File: src/hw/rtl/scfp_pkg.sv
`default_nettype none
// ---------------------------------------------------------------------------
// scfp_pkg
// Shared types and constants for the serial command frame parser.
// ---------------------------------------------------------------------------
package scfp_pkg;

    localparam int BUFFER_BYTES_DEF = 64;
    localparam int NUM_HANDLERS     = 8;

    localparam logic [7:0] FIELD_SEP_RST   = 8'd44;
    localparam logic [7:0] COMMAND_SEP_RST = 8'd59;

    localparam logic [7:0] CHAR_LF    = 8'd10;
    localparam logic [7:0] CHAR_CR    = 8'd13;
    localparam logic [7:0] CHAR_TAB   = 8'd9;
    localparam logic [7:0] CHAR_SPACE = 8'd32;
    localparam logic [7:0] CHAR_PLUS  = 8'd43;
    localparam logic [7:0] CHAR_MINUS = 8'd45;
    localparam logic [7:0] CHAR_ZERO  = 8'd48;
    localparam logic [7:0] CHAR_NINE  = 8'd57;

    localparam logic [15:0] MAG_LIMIT = 16'd32768;
    localparam logic [15:0] POS_MAX   = 16'd32767;

    localparam int APB_ADDR_W = 4;

    typedef enum logic [1:0] {
        REG_FIELD_SEP   = 2'd0,
        REG_COMMAND_SEP = 2'd1,
        REG_DROP_NL     = 2'd2,
        REG_HANDLER     = 2'd3
    } t_reg_idx;

    typedef enum logic [3:0] {
        PH_SKIP   = 4'b0001,
        PH_WS     = 4'b0010,
        PH_DIGITS = 4'b0100,
        PH_DONE   = 4'b1000
    } t_phase;

    typedef struct packed {
        t_phase      phase;
        logic [15:0] magnitude;
        logic        negative;
    } t_parse;

    localparam t_parse PARSE_CLEAR = '{phase: PH_SKIP, magnitude: 16'd0, negative: 1'b0};

endpackage
`default_nettype wire

File: src/hw/rtl/scfp_parse.sv
`default_nettype none
// ---------------------------------------------------------------------------
// scfp_parse
// Next-state logic of the on-the-fly token parser for one data byte.
// ---------------------------------------------------------------------------
module scfp_parse
    import scfp_pkg::*;
(
    input  wire logic [7:0] i_byte,
    input  wire logic [7:0] i_field_sep,
    input  wire t_parse     i_cur,
    output t_parse          o_next
);

    logic        sep;
    logic        is_ws;
    logic        is_digit;
    logic [3:0]  digit;
    logic [19:0] acc;
    logic [15:0] mag_add;

    always_comb begin
        sep      = (i_byte == i_field_sep);
        is_ws    = (i_byte == CHAR_SPACE) || (i_byte inside {[CHAR_TAB:CHAR_CR]});
        is_digit = i_byte inside {[CHAR_ZERO:CHAR_NINE]};
        digit    = 4'(i_byte - CHAR_ZERO);
        acc      = {i_cur.magnitude, 3'b000} + {3'b000, i_cur.magnitude, 1'b0}
                 + {16'd0, digit};
        mag_add  = (acc > {4'd0, MAG_LIMIT}) ? MAG_LIMIT : acc[15:0];

        o_next = i_cur;
        case (i_cur.phase)
            PH_SKIP, PH_WS: begin
                if (i_cur.phase == PH_SKIP && sep) begin
                    o_next.phase = PH_SKIP;
                end else if (sep) begin
                    o_next.phase = PH_DONE;
                end else if (is_ws) begin
                    o_next.phase = PH_WS;
                end else if (i_byte == CHAR_PLUS || i_byte == CHAR_MINUS) begin
                    o_next.negative = (i_byte == CHAR_MINUS);
                    o_next.phase    = PH_DIGITS;
                end else if (is_digit) begin
                    o_next.magnitude = mag_add;
                    o_next.phase     = PH_DIGITS;
                end else begin
                    o_next.phase = PH_DONE;
                end
            end
            PH_DIGITS: begin
                if (!sep && is_digit) begin
                    o_next.magnitude = mag_add;
                end else begin
                    o_next.phase = PH_DONE;
                end
            end
            PH_DONE: begin
                o_next.phase = PH_DONE;
            end
            default: begin
                o_next.phase = PH_DONE;
            end
        endcase
    end

endmodule
`default_nettype wire

File: src/hw/rtl/serial_command_frame_parser.sv
`default_nettype none
// ---------------------------------------------------------------------------
// serial_command_frame_parser
// Frames serial bytes into commands, parses the leading decimal id of each
// frame and reports the handler selection.
// ---------------------------------------------------------------------------
// A result is valid in the cycle after the command separator transfer of a non-empty frame.
// Throughput: one byte per cycle while the input is not stalled; the parse state updates
// at each accepted byte and a one-entry result register decouples the output channel.
// Input is stalled only while a result is held and the output is stalled.
// Reset: synchronous active-low; control registers return to defaults, frame cleared; result data is not reset.
module serial_command_frame_parser
    import scfp_pkg::*;
#(
    parameter int BUFFER_BYTES = BUFFER_BYTES_DEF
) (
    input  wire logic                  i_clk,
    input  wire logic                  i_rst_n,
    input  wire logic                  i_in_valid,
    output logic                       o_in_stall,
    input  wire logic [7:0]            i_data_byte,
    output logic                       o_out_valid,
    input  wire logic                  i_out_stall,
    output logic signed [15:0]         o_command_id,
    output logic                       o_has_handler,
    output logic [2:0]                 o_handler_index,
    input  wire logic                  psel,
    input  wire logic                  penable,
    input  wire logic                  pwrite,
    input  wire logic [APB_ADDR_W-1:0] paddr,
    input  wire logic [31:0]           pwdata,
    output logic [31:0]                prdata,
    output logic                       pready
);

    localparam int CNT_W = $clog2(BUFFER_BYTES);
    localparam logic [CNT_W:0] CNT_LIMIT = (CNT_W + 1)'(BUFFER_BYTES - 1);

    logic [7:0]       r_field_sep;
    logic [7:0]       r_command_sep;
    logic             r_drop_nl;
    logic [7:0]       r_handler_mask;
    logic [CNT_W-1:0] r_count;
    logic [CNT_W-1:0] n_count;
    t_parse           r_parse;
    t_parse           n_parse;
    t_parse           parse_step;
    logic             r_out_valid;
    logic             n_out_valid;
    logic [15:0]      r_id;
    logic [15:0]      n_id;
    logic             r_hh;
    logic             n_hh;
    logic [2:0]       r_hi;
    logic [2:0]       n_hi;

    logic             accept;
    logic             emit;
    logic             cfg_wr;
    t_reg_idx         cfg_idx;
    logic [CNT_W:0]   cnt_inc;
    logic [2:0]       id_m1;

    assign pready  = 1'b1;
    assign cfg_wr  = psel && penable && pwrite && pready;
    assign cfg_idx = t_reg_idx'(paddr[3:2]);

    always_comb begin
        case (t_reg_idx'(paddr[3:2]))
            REG_FIELD_SEP:   prdata = {24'd0, r_field_sep};
            REG_COMMAND_SEP: prdata = {24'd0, r_command_sep};
            REG_DROP_NL:     prdata = {31'd0, r_drop_nl};
            REG_HANDLER:     prdata = {24'd0, r_handler_mask};
            default:         prdata = 32'd0;
        endcase
    end

    scfp_parse u_parse (
        .i_byte      (i_data_byte),
        .i_field_sep (r_field_sep),
        .i_cur       (r_parse),
        .o_next      (parse_step)
    );

    assign o_in_stall = r_out_valid && i_out_stall;
    assign accept     = i_in_valid && !o_in_stall;
    assign cnt_inc    = {1'b0, r_count} + (CNT_W + 1)'(1);

    always_comb begin
        n_count = r_count;
        n_parse = r_parse;
        emit    = 1'b0;
        n_id    = r_id;
        n_hh    = r_hh;
        n_hi    = r_hi;
        id_m1   = 3'd0;

        if (r_parse.negative) begin
            n_id = 16'(-r_parse.magnitude);
        end else begin
            n_id = (r_parse.magnitude > POS_MAX) ? POS_MAX : r_parse.magnitude;
        end
        id_m1 = 3'(n_id - 16'd1);
        n_hh  = !n_id[15] && (n_id != 16'd0) && (n_id <= 16'(NUM_HANDLERS))
              && r_handler_mask[id_m1];
        n_hi  = n_hh ? id_m1 : 3'd0;

        if (accept && i_data_byte != 8'd0) begin
            if (i_data_byte == r_command_sep) begin
                emit    = (r_count != '0);
                n_count = '0;
                n_parse = PARSE_CLEAR;
            end else begin
                n_parse = parse_step;
                n_count = cnt_inc[CNT_W-1:0];
                if (cnt_inc >= CNT_LIMIT ||
                    (r_drop_nl && i_data_byte != r_field_sep &&
                     (i_data_byte == CHAR_LF || i_data_byte == CHAR_CR))) begin
                    n_count = '0;
                    n_parse = PARSE_CLEAR;
                end
            end
        end

        n_out_valid = emit || (r_out_valid && i_out_stall);
    end

    always_ff @(posedge i_clk) begin
        if (!i_rst_n) begin
            r_field_sep    <= FIELD_SEP_RST;
            r_command_sep  <= COMMAND_SEP_RST;
            r_drop_nl      <= 1'b0;
            r_handler_mask <= 8'd0;
            r_count        <= '0;
            r_parse        <= PARSE_CLEAR;
            r_out_valid    <= 1'b0;
        end else begin
            if (cfg_wr) begin
                case (cfg_idx)
                    REG_FIELD_SEP:   r_field_sep    <= pwdata[7:0];
                    REG_COMMAND_SEP: r_command_sep  <= pwdata[7:0];
                    REG_DROP_NL:     r_drop_nl      <= pwdata[0];
                    REG_HANDLER:     r_handler_mask <= pwdata[7:0];
                    default: begin
                    end
                endcase
            end
            r_count     <= n_count;
            r_parse     <= n_parse;
            r_out_valid <= n_out_valid;
        end
    end

    always_ff @(posedge i_clk) begin
        if (emit) begin
            r_id <= n_id;
            r_hh <= n_hh;
            r_hi <= n_hi;
        end
    end

    assign o_out_valid     = r_out_valid;
    assign o_command_id    = r_id;
    assign o_has_handler   = r_hh;
    assign o_handler_index = r_hi;

endmodule
`default_nettype wire

File: config.mk
export PLATFORM = sky130hd
export DESIGN_NAME = serial_command_frame_parser
export DESIGN_NICKNAME = d
export VERILOG_FILES = /design/src/hw/rtl/scfp_pkg.sv /design/src/hw/rtl/scfp_parse.sv /design/src/hw/rtl/serial_command_frame_parser.sv
export SDC_FILE = /design/constraint.sdc
export NUM_CORES = 1
export LEC_CHECK = 0
export ABC_AREA = 1
export BUFFER_PORTS_ARGS = -buffer_cell sky130_fd_sc_hd__buf_2
export CORE_ASPECT_RATIO = 0.7
export CORE_UTILIZATION = 40
export CTS_BUF_LIST = sky130_fd_sc_hd__clkbuf_4 sky130_fd_sc_hd__clkbuf_8
export DETAILED_ROUTE_END_ITERATION = 16
export GPL_TIMING_DRIVEN = 0
export MAX_ROUTING_LAYER = met4
export SETUP_SLACK_MARGIN = 0.15
export SLEW_MARGIN = 20
export SYNTH_ARGS = -nofsm -noshare
export SYNTH_HDL_FRONTEND = slang
export SYNTH_SLANG_ARGS = --single-unit
File: constraint.sdc
create_clock -name i_clk -period 9.87 [get_ports i_clk]
set_input_delay 0.987 -clock i_clk [delete_from_list [all_inputs] [get_ports i_clk]]
set_output_delay 0.987 -clock i_clk [all_outputs]
set_load 0.02 [all_outputs]
* Word level (Yosys, flattened, before mapping) *
Cells that the tools add are included.

operators by class
  reduce and logical (&&, ||, !) cells = 37
  add/subtract/negate cells = 6
  magnitude comparators = 9
  eq/ne operators = 24
  mux-type cells = 28

operators with widths
  operator                                                                              count
  32-bit case mux with 4 select lines                                                   1
  16-bit two-way mux                                                                    6
  17-bit two-way mux                                                                    3
  21-bit two-way mux                                                                    2
  16-bit case mux with 2 select lines                                                   1
  8-bit by 6-bit equality test with 1-bit output (second input constant)                3
  4-bit two-way mux                                                                     6
  19-bit by 17-bit adder with 20-bit output                                             1
  20-bit by 4-bit adder with 20-bit output                                              1
  20-bit by 16-bit > comparator with 1-bit output (second input constant)               1
  4-bit inequality test (second input constant)                                         5
  8-bit by 4-bit equality test with 1-bit output (second input constant)                2
  8-bit equality test                                                                   2
  16-bit by 15-bit > comparator with 1-bit output (second input constant)               1
  16-bit by 4-bit <= comparator with 1-bit output (second input constant)               1
  16-bit negation                                                                       1
  16-bit nonzero test                                                                   1
  1-bit logical AND                                                                     14
  6-bit two-way mux                                                                     2
  2-bit AND reduction                                                                   5
  3-bit inequality test (second input constant)                                         3
  8-bit by 4-bit greater-or-equal comparator with 1-bit output (second input constant)  1
  8-bit by 6-bit greater-or-equal comparator with 1-bit output (second input constant)  1
  8-bit by 4-bit <= comparator with 1-bit output (second input constant)                1
  other kinds (26)                                                                      39

word-level totals
  word-level logic and storage cells = 116
  bits in registers = 73
  output and inout port bits = 55

* Depth between registers and ports, before layout *
Gate-level depths: netlist of run 1.

  word-level depth = 12
  depth in mapped cells = 18

* By module *
A second synthesis of run 1 with hierarchy kept.

second synthesis, totals
  cell total of the unflattened synthesis = 970
  area, all modules = 6206.0 sq um

by module, submodules not included
  module                       sequential area each (sq um)  times used  area each (sq um)  cells each
  serial_command_frame_parser  1661.6                        1           4088.9             566
  scfp_parse                   0.0                           1           2117.0             404

* Worst setup path before layout of run 1 *
Ideal clock, no wire load.

  path kind = input -> register
  from = input port i_data_byte[2]
  to = register r_id[0] (netlist: o_command_id[0]) (enable)
  stages = 7
  path slack = 6007 ps
  arrival = 3426 ps
  data required time = 9433 ps
  setup time = 437 ps
  cell sequence = buf_2 > inv_1 > nand3_1 > nor3_1 > nor3_4 > inv_2 > a311oi_1

between the ends
  longest elaborated chain between the ends = 3
  elaborated cells on any way between the ends = 5
  those cells by class = 1 x eq/ne; 2 x mux; 2 x reduce/logical

ends and longest elaborated chain
  what                                                              RTL line                                                                source
  from (decl)                                                       serial_command_frame_parser.sv:21                                       input wire logic [7:0] i_data_byte,
  8-bit equality test / 8-bit nonzero test (equally long branches)  serial_command_frame_parser.sv:109, serial_command_frame_parser.sv:108
  1-bit two-way mux / 1-bit logical AND (equally long branches)     serial_command_frame_parser.sv:109, serial_command_frame_parser.sv:108
  1-bit two-way mux (*)                                             serial_command_frame_parser.sv:108                                      if (accept && i_data_byte != 8'd0) begin
  net emit                                                          serial_command_frame_parser.sv:58                                       logic emit;
  to (signal assigned)                                              serial_command_frame_parser.sv:156                                      r_id <= n_id;
  to (decl)                                                         serial_command_frame_parser.sv:50                                       logic [15:0] r_id;

Mark *: on every way through the listed nets, which the timed path passes. The rest lies on a longest branch.
A chain may end at the register's enable or synchronous reset.

* Final worst setup path of run 1 *
  from = input port i_data_byte[3]
  to = register r_parse[13] in the netlist's numbering

between the ends
  longest elaborated chain between the ends = 12
  elaborated cells on any way between the ends = 46
  those cells by class = 2 x add/sub; 5 x order compare; 14 x eq/ne; 10 x mux; 15 x reduce/logical

ends and longest elaborated chain
  what                                             RTL line                            source
  4-bit by 1-bit subtractor with 4-bit output      scfp_parse.sv:26                    digit = 4'(i_byte - CHAR_ZERO);
  20-bit by 4-bit adder with 20-bit output         scfp_parse.sv:28                    + {16'd0, digit};
  20-bit by 16-bit > comparator with 1-bit output  scfp_parse.sv:29                    mag_add = (acc > {4'd0, MAG_LIMIT}) ? MAG_LIMIT : acc[15:0];
  16-bit two-way mux                               scfp_parse.sv:29
  16-bit two-way mux                               scfp_parse.sv:43                    end else if (is_digit) begin
  16-bit two-way mux                               scfp_parse.sv:40                    end else if (i_byte == CHAR_PLUS || i_byte == CHAR_MINUS) begin
  17-bit two-way mux                               scfp_parse.sv:38                    end else if (is_ws) begin
  17-bit two-way mux                               scfp_parse.sv:36                    end else if (sep) begin
  17-bit two-way mux                               scfp_parse.sv:34                    if (i_cur.phase == PH_SKIP && sep) begin
  16-bit case mux with 2 select lines              scfp_parse.sv:32                    case (i_cur.phase)
  21-bit two-way mux                               serial_command_frame_parser.sv:116  if (cnt_inc >= CNT_LIMIT ||
  21-bit two-way mux                               serial_command_frame_parser.sv:109  if (i_data_byte == r_command_sep) begin
  to (signal assigned)                             serial_command_frame_parser.sv:149  r_parse <= n_parse;
  to (decl)                                        serial_command_frame_parser.sv:45   t_parse r_parse;

Parallel ways exist; a longest one is shown, timed or not. The select of a mux whose other input is x is not followed.

==> results of run 1 <==
==> stage by stage <==
step / setup WS, ps / utilization [%]
finish: 6380 / 48.2
global route: 6190 / 48.2
CTS: 6440 / 48.2
detailed placement: 6060 / 46.3
global placement: 4800 / 46.1
floorplan: 6010 / -
==> final timing paths <==
| check | endpoint | slack, ps | cells after the start |
|---|---|---|---|
| worst max-delay path | r_parse[13] | 6380 | 14 |
| worst min-delay path | r_parse[20] | 480 | 2 |
| worst max register to register | r_parse[13] | 6630 | 13 |
| worst min register to register | r_parse[20] | 480 | 2 |
==> area by class of cell <==
cell class	count	share of cell area [%]
multi-input combinational	624	51.5
sequential	73	25.7
inverter	115	6.76
timing repair buffer	55	4.36
buffer	41	4.28
tap	185	3.58
clock buffer	10	2.03
clock inverter	6	1.78
==> Yosys cell counts, types with 2 or more instances <==
cell type	number
nand2_1	191
nand4_1	11
or2_2	2
buf_2	5
o221ai_1	5
fa_1	2
edfxtp_1	20
inv_4	2
nor3_1	14
o21ai_0	55
nor2_1	92
a21oi_2	11
nand2_2	11
xnor2_1	13
buf_6	2
ha_1	36
inv_1	103
inv_2	9
a21oi_1	50
a211oi_1	2
o211ai_1	5
xor2_1	4
nand3_1	70
buf_4	27
dfxtp_1	53
clkbuf_1	7
conb_1	2
nor2_2	5
nand3b_1	3
o21ai_1	4
==> worst max-delay path, stage by stage <==
cell     delay, ps
buf_2          130
fa_1           530
fa_1           520
nand2_1        100
nand2_1         50
nand3_1        120
nand2_1        140
a21oi_1        190
xor2_1         240
nand3_1        100
nand2_1        210
buf_4          220
nand3_1        120
a21oi_2        130
==> state kept, by name, summed over array words and instances, names as in the netlist <==
register and cells:
o_command_id 16, r_handler_mask 8, r_parse 21, r_command_sep 8, r_drop_nl 1, o_handler_index 3
o_out_valid 1, r_field_sep 8, o_has_handler 1, r_count 6
==> cell families after synthesis <==
logic type | Yosys count | share of synthesized area, %
xor gates and xnor gates | 17 | 2.66
adders and majority gates | 38 | 8.77
DFF | 73 | 29.7
other | 2 | 0.134
AOI/OAI and AO/OA | 140 | 14.5
buffers and inverters | 156 | 12.7
and+or+nand+nor | 404 | 31.5
==> placed cells by master, fill, tap and decap left out, drive strengths merged <==
cell type  instances
nand2            202
inv              115
nor2              98
buf               89
nand3             71
a21oi             61
o21ai             60
dfxtp             53
ha                36
conb              25
edfxtp            20
clkbuf            17
nor3              15
xnor2             13
nand4             12
o221ai             5
o211ai             5
xor2               4
nand3b             3
bufinv             3
or2                2
a211oi             2
fa                 2
o31ai              2
clkinv             2
o22ai              1
a311oi             1
a31oi              1
o21bai             1
a221oi             1
and2               1
clkinvlp           1
==> power by group through the flow <==
stage	registers [mW]	logic [mW]	clock network, mW
4_1_cts	0.318	0.113	0.297
3_3_place_gp	0.325	0.112	0
3_5_place_dp	0.324	0.113	0
5_1_grt	0.318	0.128	0.309
6_report	0.318	0.114	0.295
2_1_floorplan	0.323	0.0849	0
==> per-layer routing <==
layer,track usage [%],vias up,routed length (um)
li1,-,2843,-
met1,34.0,2328,7880
met2,26.8,185,5360
met3,4.04,11,1100
met4,4.09,0,109
met5,-,-,0
==> flow_summary_export.csv, run 1 <==
group,metric,value,unit
run_status,status,"finished clean",
synthesis,synth_edf_count,20,
final_layout,syn_to_final_growth,15.4,%
critical_path,worstPathArrival,3790,ps
final_layout,multiInputGateArea,3320,um2
pwr,ir_drop,64.2,uV
clocking,cts_resized,0,
floorplan,num_rows,35,
synthesis,synth-seq-cells,73,
global_route,grt_pass1_wl,23.1,mm
drt,post_drt_wl_per_cell,13.0,um
drt,viasPerCell,4.84,
floorplan,dieWidth,143,um
place,gp_congestion,0.903,
global_route,overflow,0,
drt,drt_pass1_iterations,5,
global_route,grt_max_degree,17,
place,dp_cells,1093,
clocking,clkLatencyLatePin,360,ps
timing,period_share,35.4,%
clocking,htreeDepth,3,
timing,min_period,3490,ps
synthesis,ys_seq_area_share,29.7,%
critical_path,cp-startpoint,"i_data_byte[3]",
timing,max_freq,0.286,GHz
synthesis,ys.flop_type,"dfxtp_1",
clocking,clk_pin_slew,80,ps
pwr,power.density,112,nW/um2
final_layout,seq_area,1660,um2
drt,vias,5367,
pwr,p_sw_share,27.8,%
place,placed_area,6210,um2
critical_path,worstReg2RegStart,"r_parse[3]",
timing,slew_violations,0,
pwr,power_frac_seq,43.7,%
place,io_buffers,54,
drt,drc,0,
clocking,cts_buffers,9,
timing,final-hold-violation-count,0,
timing,worstMarginPinSlew,732,ps
final_layout,stdcell_area,6460,um2
timing,timing.hold.ws,476,ps
critical_path,path_max_fanout,10,
floorplan,die_area,14500,um2
final_layout,nets,1008,
timing,relSlewSlack,51.2,%
global_route,grt.total_usage,21.4,%
timing,skew,7.85,ps
timing,grt_setup_unrepaired,"false",
synthesis,yosysUniqueCellTypes,44,
final_layout,n_antenna_cell,0,
pwr,leakage,3.09,nW
critical_path,start_kind,"input pin",
clocking,cts_setup_buffers,0,
synthesis,ys_top_cells_by_area,"dfxtp_1, nand2_1, edfxtp_1, ha_1, inv_1",
clocking,cts_max_path_buffers,2,
clocking,ctsHoldBuffers,0,
final_layout,layout.cells.non_filler,1109,
pwr,internal_power,0.524,mW
synthesis,avgSynthCellArea,6.74,um2
drt,drt_wl_total,14.5,mm
min_path,hp-class,"reg2reg",
pwr,switchingPower,0.202,mW
global_route,antenna_found_initial,0,
pwr,power_frac_clock,40.6,%
drt,ant_nets,0,
clocking,cts.sinks,73,
floorplan,pin_count,106,
synthesis,synth_top_cell_area_share,19.0,%
place,dp_hpwl,11.7,mm
critical_path,worstPathRequired,10160,ps
floorplan,fp.dieH,101,um
pwr,combPwrFrac,15.7,%
clocking,cts-root-buf,"clkbuf_8",
floorplan,core_area,13400,um2
floorplan,start_util,41.7,%
run,cap_violations,0,
synthesis,syn_area,5590,um2
min_path,worstHoldStart,"r_parse[20]",
critical_path,crit_path_end_kind,"flip-flop",
timing,finalSetupTns,0,ps
final_layout,drive_above_1_share,16.5,%
final_layout,n_fill_cell,1387,
drt,first_iter_violations,349,
synthesis,async_flop_share,0,%
pwr,total_power,0.726,mW
global_route,first_global_vias,4478,
synthesis,synth_largest_area_cell,"dfxtp_1",
timing,setup_violations,0,
critical_path,critical_path_class,"in2reg",
synthesis,syn_inst,830,
synthesis,ys.warnings.count,0,
clocking,cts_tree,"yes",
Power figures use the tool's default switching activity.
==> inputs of run 2 (changes only) <==
- clock period: 9.87 -> 3.6 ns (I/O delays scaled with it)
==> run 2 against run 1 <==
Power increased to 2.7 times the previous value. Flip-flop and latch count stayed put. Combinational power rose to 2.7 times the previous value. Via count up 0.30%. Non-clock buffer count stayed put. Clock-buffer cell count unchanged. Sequential share of layout area is essentially flat. Core utilization about the same. Routed wire length up 0.22%. Clock skew up 0.89 ps. Worst setup slack worse by 6000 ps. Sequential power grew to 2.7 times the previous value. Highest routed layer unchanged.
==> flow_summary_export.csv, run 2 (synthesis results as in run 1) <==
group,metric,value,unit
run_status,status,"finished clean",
floorplan,num_rows,35,
critical_path,path_max_fanout,10,
critical_path,path_common_cell,"nand2_1",
drt,viasPerCell,4.85,
floorplan,dieWidth,143,um
timing,setup_violations,0,
global_route,antenna_found_initial,0,
timing,relSlewSlack,51.4,%
timing,worstMarginPinSlew,730,ps
drt,drt_wl_total,14.5,mm
critical_path,worstPathCellList,"fa_1, fa_1, nand2_1, nand2_1, nand3_1, nand2_1, a21oi_1, xor2_1, nand3_1, nand2_1, buf_4, nand3_1, a21oi_2",
timing,min_period,3220,ps
drt,ant_nets,0,
clocking,htreeDepth,3,
clocking,cts_tree,"yes",
pwr,leakage,3.09,nW
final_layout,syn_to_final_growth,15.5,%
critical_path,cp_slowest_cell,"fa_1",
floorplan,pin_count,106,
critical_path,start_kind,"flip-flop",
final_layout,largest_reg_flops,21,
global_route,grt_pass1_wl,23.1,mm
clocking,cts.sinks,73,
final_layout,n_antenna_cell,0,
final_layout,nets,1008,
timing,final-hold-violation-count,0,
clocking,cts_buffers,9,
place,io_buffers,54,
drt,vias,5383,
final_layout,layout_commonest_cell,"nand2_1",
final_layout,layout_common_cells,"nand2_1, inv_1, nor2_1, nand3_1, buf_2",
global_route,first_global_vias,4478,
critical_path,cpPeakStageDelay,520,ps
drt,post_drt_wl_per_cell,13.1,um
run,cap_violations,0,
drt,drt_pass1_iterations,5,
clocking,clk_pin_slew,90,ps
drt,drc,0,
final_layout,layout.cells.non_filler,1109,
final_layout,drive_above_1_share,16.6,%
critical_path,critical_path_class,"reg2reg",
global_route,grt.total_usage,21.4,%
pwr,ir_drop,175,uV
min_path,hp-class,"in2reg",
place,placed_area,6210,um2
critical_path,crit_path_end_kind,"flip-flop",
floorplan,core_area,13400,um2
floorplan,start_util,41.7,%
clocking,cts_max_path_buffers,2,
drt,first_iter_violations,384,
timing,skew,8.75,ps
timing,slew_violations,0,
timing,grt_setup_unrepaired,"false",
pwr,power.density,308,nW/um2
floorplan,fp.dieH,101,um
global_route,grt_max_degree,17,
place,dp_hpwl,11.7,mm
timing,period_share,89.5,%
critical_path,worstPathArrival,3520,ps
floorplan,die_area,14500,um2
clocking,clkLatencyLatePin,360,ps
clocking,cts-root-buf,"clkbuf_8",
final_layout,regMostFlops,"r_parse",
critical_path,worstPathRequired,3890,ps
final_layout,stdcell_area,6460,um2
place,dp_cells,1093,
global_route,overflow,0,
clocking,ctsHoldBuffers,0,
place,gp_congestion,0.903,
timing,max_freq,0.310,GHz
==> run 2: metal layers <==
metal,global-route usage [%],vias up,wire length (um)
li1,-,2848,-
met1,34.0,2348,8040
met2,26.8,178,5340
met3,4.04,9,1010
met4,4.09,0,88
met5,-,-,0
==> run 2: worst max-delay path, delay by kind of cell, from the launching register on <==
family          cells  cell delay (ps)
fa+ha+maj           2             1040
xor+xnor            1              240
simple gates        7              840
buf+inv             1              220
compound gates      2              310
flops               1              510
==> run 2: power breakdown <==
group          switching (mW)  internal [mW]  leakage, nW
Clock                   0.337          0.472        0.121
Combinational           0.200          0.112         2.35
Sequential             0.0169          0.854        0.617
==> run 2: path summary, 6_finish.rpt <==
kind / slack [ps] / cells past startpoint / startpoint / endpoint
max: 380 / 13 / r_parse[1] / r_parse[13]
min: 240 / 3 / pwdata[4] / r_command_sep[4]
max reg2reg: 380 / 13 / r_parse[1] / r_parse[13]
min reg2reg: 480 / 2 / r_parse[20] / r_parse[20]
==> run 2: area by class of cell <==
type | count | area (um2)
clock buffer | 10 | 131
sequential | 73 | 1660
buffer | 41 | 277
inverter | 115 | 437
clock inverter | 6 | 115
timing repair buffer | 55 | 282
tap | 185 | 231
multi-input combinational | 624 | 3320
fill | 1391 | 6940
==> run 2: metrics by stage <==
stage | utilization, % | hold slack, ps | TNS, ps | setup WS [ps] | power, mW
detailed placement | 46.3 | 467 | 0 | 417 | 1.20
global placement | 46.1 | 459 | -17410 | -838 | 1.20
finish | 48.2 | 244 | 0 | 378 | 1.99
CTS | 48.2 | 233 | 0 | 419 | 2.00
global route | 48.2 | 250 | 0 | 182 | 2.07
floorplan | - | 441 | 0 | 364 | 1.12
==> run 2: what timing repair did <==
item,CTS,global route
setup buffers,0,0
resized for setup,0,1
setup endpoints to repair,0,1
